### src/hw/rtl/skt_pkg.sv
// Shared types and constants for the sorted key table.
`default_nettype none
package skt_pkg;

  localparam int CAPACITY = 16;
  localparam int KEY_W    = 30;
  localparam int SCORE_W  = 8;
  localparam int CNT_W    = $clog2(CAPACITY + 1);
  localparam int ENTRY_W  = 5;
  localparam int AVG_W    = 9;

  localparam logic CMD_INSERT = 1'b0;
  localparam logic CMD_DELETE = 1'b1;

  localparam logic [1:0] ST_INSERTED  = 2'd0;
  localparam logic [1:0] ST_FULL      = 2'd1;
  localparam logic [1:0] ST_DELETED   = 2'd2;
  localparam logic [1:0] ST_NOT_FOUND = 2'd3;

  typedef struct packed {
    logic               cmd;
    logic [KEY_W-1:0]   student_key;
    logic [SCORE_W-1:0] score_a;
    logic [SCORE_W-1:0] score_b;
  } in_item_t;

  typedef struct packed {
    logic [1:0]         status;
    logic [ENTRY_W-1:0] entry_count;
    logic [SCORE_W-1:0] removed_score_a;
    logic [SCORE_W-1:0] removed_score_b;
    logic [AVG_W-1:0]   removed_avg_x2;
  } out_item_t;

  // One stored record
  typedef struct packed {
    logic [KEY_W-1:0]   key;
    logic [SCORE_W-1:0] score_a;
    logic [SCORE_W-1:0] score_b;
  } rec_t;

  // Operation broadcast to every cell
  typedef struct packed {
    logic ins_en;
    logic del_en;
    rec_t rec;
  } cell_ctl_t;

endpackage
`default_nettype wire

### src/hw/rtl/skt_cell.sv
// One slot of the sorted table: compares, shifts left or right, and reports a hit.
`default_nettype none
module skt_cell (
  input  wire logic              clk,
  input  wire skt_pkg::cell_ctl_t ctl,
  input  wire logic              occ,
  input  wire logic              gt_in,
  output logic                   gt_out,
  input  wire logic              hit_in,
  output logic                   hit_out,
  input  wire skt_pkg::rec_t     left_rec,
  input  wire skt_pkg::rec_t     right_rec,
  output skt_pkg::rec_t          rec_q,
  output skt_pkg::rec_t          rem_rec
);
  import skt_pkg::*;

  rec_t rec_r;
  rec_t rec_nxt;
  logic gt;
  logic match;

  // Compare the broadcast key against this slot
  assign gt      = occ && (ctl.rec.key > rec_r.key);
  assign match   = occ && (ctl.rec.key == rec_r.key);
  assign gt_out  = gt;
  assign hit_out = hit_in | match;
  assign rec_q   = rec_r;

  // Drive the removed record only from the first matching slot
  assign rem_rec = (match && !hit_in) ? rec_r : '0;

  // Hold, take the new record, or shift from a neighbor
  always_comb begin
    rec_nxt = rec_r;
    if (ctl.ins_en) begin
      if (!gt) begin
        rec_nxt = gt_in ? ctl.rec : left_rec;
      end
    end else if (ctl.del_en) begin
      if (hit_in || match) begin
        rec_nxt = right_rec;
      end
    end
  end

  always_ff @(posedge clk) begin
    rec_r <= rec_nxt;
  end

endmodule
`default_nettype wire

### src/hw/rtl/sorted_key_table_insert_delete.sv
// Top level of the sorted key table: cell chain, fill count and result register.
//
//  channel | ports                 | handshake
//  --------+-----------------------+----------------------------------------
//  input   | start, busy, in_item  | transfer when start high and busy low
//  result  | out_valid, out_item   | one-cycle strobe, receiver cannot stall
//
// All cells compare and shift in parallel at the transfer edge, and the result
// strobes on the next cycle. busy stays low, so a new operation can be taken
// every cycle. Reset (rst_n, synchronous) clears the fill count and the result
// strobe; record contents are left as is.
`default_nettype none
module sorted_key_table_insert_delete (
  input  wire logic               clk,
  input  wire logic               rst_n,
  input  wire logic               start,
  output logic                    busy,
  input  wire skt_pkg::in_item_t  in_item,
  output logic                    out_valid,
  output skt_pkg::out_item_t      out_item
);
  import skt_pkg::*;

  logic [CNT_W-1:0] count_r;
  logic [CNT_W-1:0] count_nxt;
  logic             out_valid_r;
  out_item_t        out_r;
  out_item_t        out_nxt;

  logic      accept;
  logic      full;
  logic      found;
  cell_ctl_t ctl;
  rec_t      rem;

  logic [CAPACITY-1:0] occ;
  logic [CAPACITY-1:0] gt;
  logic [CAPACITY-1:0] hit;
  rec_t                rec_q   [CAPACITY];
  rec_t                rem_rec [CAPACITY];

  assign busy   = 1'b0;
  assign accept = start && !busy;
  assign full   = (count_r == CNT_W'(CAPACITY));

  // Broadcast the operation to the chain
  always_comb begin
    ctl.ins_en      = accept && (in_item.cmd == CMD_INSERT) && !full;
    ctl.del_en      = accept && (in_item.cmd == CMD_DELETE);
    ctl.rec.key     = in_item.student_key;
    ctl.rec.score_a = in_item.score_a;
    ctl.rec.score_b = in_item.score_b;
  end

  // Build the cell chain
  for (genvar i = 0; i < CAPACITY; i++) begin : g_cell
    rec_t left_rec;
    rec_t right_rec;
    logic gt_in;
    logic hit_in;

    assign occ[i] = (CNT_W'(i) < count_r);

    if (i == 0) begin : g_first
      assign left_rec = ctl.rec;
      assign gt_in    = 1'b1;
      assign hit_in   = 1'b0;
    end else begin : g_inner
      assign left_rec = rec_q[i-1];
      assign gt_in    = gt[i-1];
      assign hit_in   = hit[i-1];
    end

    if (i == CAPACITY - 1) begin : g_last
      assign right_rec = rec_q[i];
    end else begin : g_mid
      assign right_rec = rec_q[i+1];
    end

    skt_cell u_cell (
      .clk       (clk),
      .ctl       (ctl),
      .occ       (occ[i]),
      .gt_in     (gt_in),
      .gt_out    (gt[i]),
      .hit_in    (hit_in),
      .hit_out   (hit[i]),
      .left_rec  (left_rec),
      .right_rec (right_rec),
      .rec_q     (rec_q[i]),
      .rem_rec   (rem_rec[i])
    );
  end

  assign found = hit[CAPACITY-1];

  // Merge the removed record; at most one cell drives a nonzero value
  always_comb begin
    rem = '0;
    for (int i = 0; i < CAPACITY; i++) begin
      rem = rem | rem_rec[i];
    end
  end

  // Advance the count and form the result
  always_comb begin
    count_nxt = count_r;
    out_nxt   = '0;
    if (in_item.cmd == CMD_INSERT) begin
      if (full) begin
        out_nxt.status = ST_FULL;
      end else begin
        count_nxt      = count_r + CNT_W'(1);
        out_nxt.status = ST_INSERTED;
      end
    end else begin
      if (found) begin
        count_nxt               = count_r - CNT_W'(1);
        out_nxt.status          = ST_DELETED;
        out_nxt.removed_score_a = rem.score_a;
        out_nxt.removed_score_b = rem.score_b;
        out_nxt.removed_avg_x2  = AVG_W'(rem.score_a) + AVG_W'(rem.score_b);
      end else begin
        out_nxt.status = ST_NOT_FOUND;
      end
    end
    out_nxt.entry_count = ENTRY_W'(count_nxt);
  end

  // Control state
  always_ff @(posedge clk) begin
    if (!rst_n) begin
      count_r     <= '0;
      out_valid_r <= 1'b0;
    end else begin
      out_valid_r <= accept;
      if (accept) begin
        count_r <= count_nxt;
      end
    end
  end

  // Result payload
  always_ff @(posedge clk) begin
    if (accept) begin
      out_r <= out_nxt;
    end
  end

  assign out_valid = out_valid_r;
  assign out_item  = out_r;

endmodule
`default_nettype wire

### config.mk
export PLATFORM = sky130hd
export DESIGN_NAME = sorted_key_table_insert_delete
export DESIGN_NICKNAME = d
export VERILOG_FILES = /design/src/hw/rtl/skt_pkg.sv /design/src/hw/rtl/skt_cell.sv /design/src/hw/rtl/sorted_key_table_insert_delete.sv
export SDC_FILE = /design/constraint.sdc
export NUM_CORES = 2
export LEC_CHECK = 0
export BUFFER_PORTS_ARGS = -buffer_cell sky130_fd_sc_hd__buf_2
export CAP_MARGIN = 15
export CORE_UTILIZATION = 53
export CTS_CLUSTER_SIZE = 40
export DETAILED_ROUTE_END_ITERATION = 10
export PLACE_DENSITY = 0.69
export SYNTH_ARGS = -nofsm -noshare
export SYNTH_HDL_FRONTEND = slang
export SYNTH_HIERARCHICAL = 1
export SYNTH_SLANG_ARGS = --single-unit
### constraint.sdc
create_clock -name clk -period 16.15 [get_ports clk]
set_clock_uncertainty 0.2 [all_clocks]
set_input_delay 0.8075 -clock clk [delete_from_list [all_inputs] [get_ports clk]]
set_output_delay 0.8075 -clock clk [all_outputs]
set_load 0.03 [all_outputs]
==> impl_metrics.csv <==
group,metric,value,unit
finish,num-fill-cells,8772,
detailed_routing,drt-total-wl,151,mm
place,routabilityCongestion,0.923,
sta,period_needed,8.44,ns
detailed_routing,firstDrtPassIters,8,
die,pin_count,84,
sta,finalSetupViolations,0,
sta,worst_pin_slew,1.30,ns
critical_path,r2r_start,"count_r[4]$_SDFFE_PN0P_",
sta,period_share,52.3,%
finish,drive_gt1_share,6.94,%
synthesis,syn_inst,5574,
sta,finalHoldViolCount,0,
worst_hold_path,hold_path.class,"input pin to flip-flop",
sta,tns,0,ns
die,initial_core_util,53.6,%
critical_path,crit_path_end_kind,"flip-flop",
clocking,cts_tree,"built",
finish,final_common_cell,"a21oi_1",
clocking,cts.sinks,774,
clocking,post_cts_buffers,0,
sta,relSlewSlack,12.4,%
grt,grt.overflow.total,0,
detailed_routing,post_drt_wl_per_cell,21.7,um
clocking,clkTransAtPathRegs,0.06,ns
detailed_routing,drt_iter0_markers,4285,
clocking,post_cts_resized,0,
power_and_ir_drop,p_leak,23.8,nW
sta,fmax,118,MHz
critical_path,crit_top_cell,"a41o_1",
finish,areaGrowthSynthToFinish,8.46,%
power_and_ir_drop,power.density,105,mW/mm^2
clocking,cts-root-buf,"clkbuf_16",
critical_path,crit_fanout,33,
worst_hold_path,min_from,"rst_n",
critical_path,startpoint_type,"input pin",
critical_path,crit_buf_inv,3,
power_and_ir_drop,max-vdd-ir-drop,73.4,uV
sta,drv_slew,0,
grt,grt_pass1_vias,39131,
grt,grt_first_pass_wirelength,231,mm
critical_path,worst_ep_required_time,16.43,ns
critical_path,critPathLaunch,"in_item[19]",
critical_path,cp_slowest_cell,"nor3_4",
critical_path,worstPathArrival,8.73,ns
sta,rsz0062_at_grt,"false",
clocking,clock_path_buffers,3,
outcome,status,"completed",
die,rows,117,
grt,antenna_found_initial,4,
critical_path,critPathMaxStageDelay,0.50,ns
clocking,ctsHoldBuffers,0,
finish,layout_common_cells,"959 x a21oi_1, 782 x nor2_1, 768 x edfxtp_1, 737 x mux2i_1, 508 x inv_1",
clocking,numCtsBuffers,90,
die,fp.dieH,323,um
clocking,clock_latency,0.68,ns
detailed_routing,via_per_inst,5.92,
detailed_routing,vias,41408,
finish,final_nets,6095,
clocking,htree_levels,3,
synthesis,synth_area,0.0547,sq mm
grt,track_usage,28.4,%
die,core_area,0.102,sq mm
detailed_routing,drc_errors,0,
critical_path,critical_path_class,"input pin to flip-flop",
die,dieArea,0.104,sq mm
detailed_routing,ant_nets,0,
die,die_w,323,um
critical_path,crit_family,"compound AO/OA/AOI/OAI gates",
flow_run,maxCapViolations,0,
place,port_buffers,82,
place,dp_hpwl,106,mm
synthesis,yosysWarnings,6,
synthesis,avgSynthCellArea,9.81,sq um
grt,grt_max_degree,238,
sta,hold_slack,0.262,ns
[registers in the layout, summed over array words and instances, names as in the netlist]
name and cells:
out_valid 1, out_item 32, g_cell.u_cell/rec_q 736, count_r 5
[through the flow]
step           std cells  power [mW]  utilization (%)  area (sq um)  setup WS, ns
2_1_floorplan       5576        3.76                -         54700          6.90
3_3_place_gp        6827        4.19             55.4         56500          7.21
3_5_place_dp        6827        4.25             55.4         56500          7.09
4_1_cts             6987        6.22             58.1         59300          7.79
5_1_grt             6990        6.50             58.1         59300          7.22
6_report            6990        6.21             58.1         59300          7.71
[routing by layer]
layer | share of wire, % | GRT usage (%) | up-vias
li1 | - | - | 20174
met2 | 44 | 42.8 | 1340
met4 | 2.6 | 9.15 | 0
met1 | 46 | 41.3 | 19662
met3 | 7.8 | 5.03 | 232
met5 | 0 | 0 | -
[final timing paths]
| kind | cells past startpoint | slack [ns] | endpoint |
|---|---|---|---|
| worst max-delay path | 31 | 7.71 | out_item[6]$_SDFFCE_PN0P_ |
| worst min-delay path | 2 | 0.26 | count_r[2]$_SDFFE_PN0P_ |
| worst max register to register | 30 | 7.82 | out_item[6]$_SDFFCE_PN0P_ |
| worst min register to register | 2 | 0.43 | g_cell[4].u_cell/rec_q[14]$_DFFE_PP_ |
[worst reg2reg max path: cells and delay by family, from the launching register on]
| kind | cells | cell delay [ns] |
|---|---|---|
| simple gates | 9 | 2.14 |
| compound gates | 17 | 4.54 |
| buf+inv | 2 | 0.22 |
| flops | 1 | 0.44 |
| fa+ha+maj | 2 | 0.62 |
[where the power goes]
| part | internal, mW | switching, mW | total (mW) | leakage (nW) |
|---|---|---|---|---|
| sequential | 2.60 | 0.235 | 2.83 | 7.33 |
| clock | 1.12 | 0.852 | 1.97 | 1.35 |
| combinational | 0.515 | 0.888 | 1.40 | 15.1 |
| total | 4.24 | 1.97 | 6.21 | 23.8 |
[layout make-up]
type                            instances  area, sq um  area share [%]
Tap cell                             1368         1710            2.89
Timing Repair Buffer                  154          998            1.68
Antenna cell                            1         2.50         0.00422
Sequential cell                       774        23200            39.1
Inverter                              508         1910            3.21
Multi-Input combinational cell       4025        28800            48.5
Clock buffer                          120         2490            4.20
Clock inverter                         40          268           0.451
Note: power is estimated with default switching activity, not from simulation.
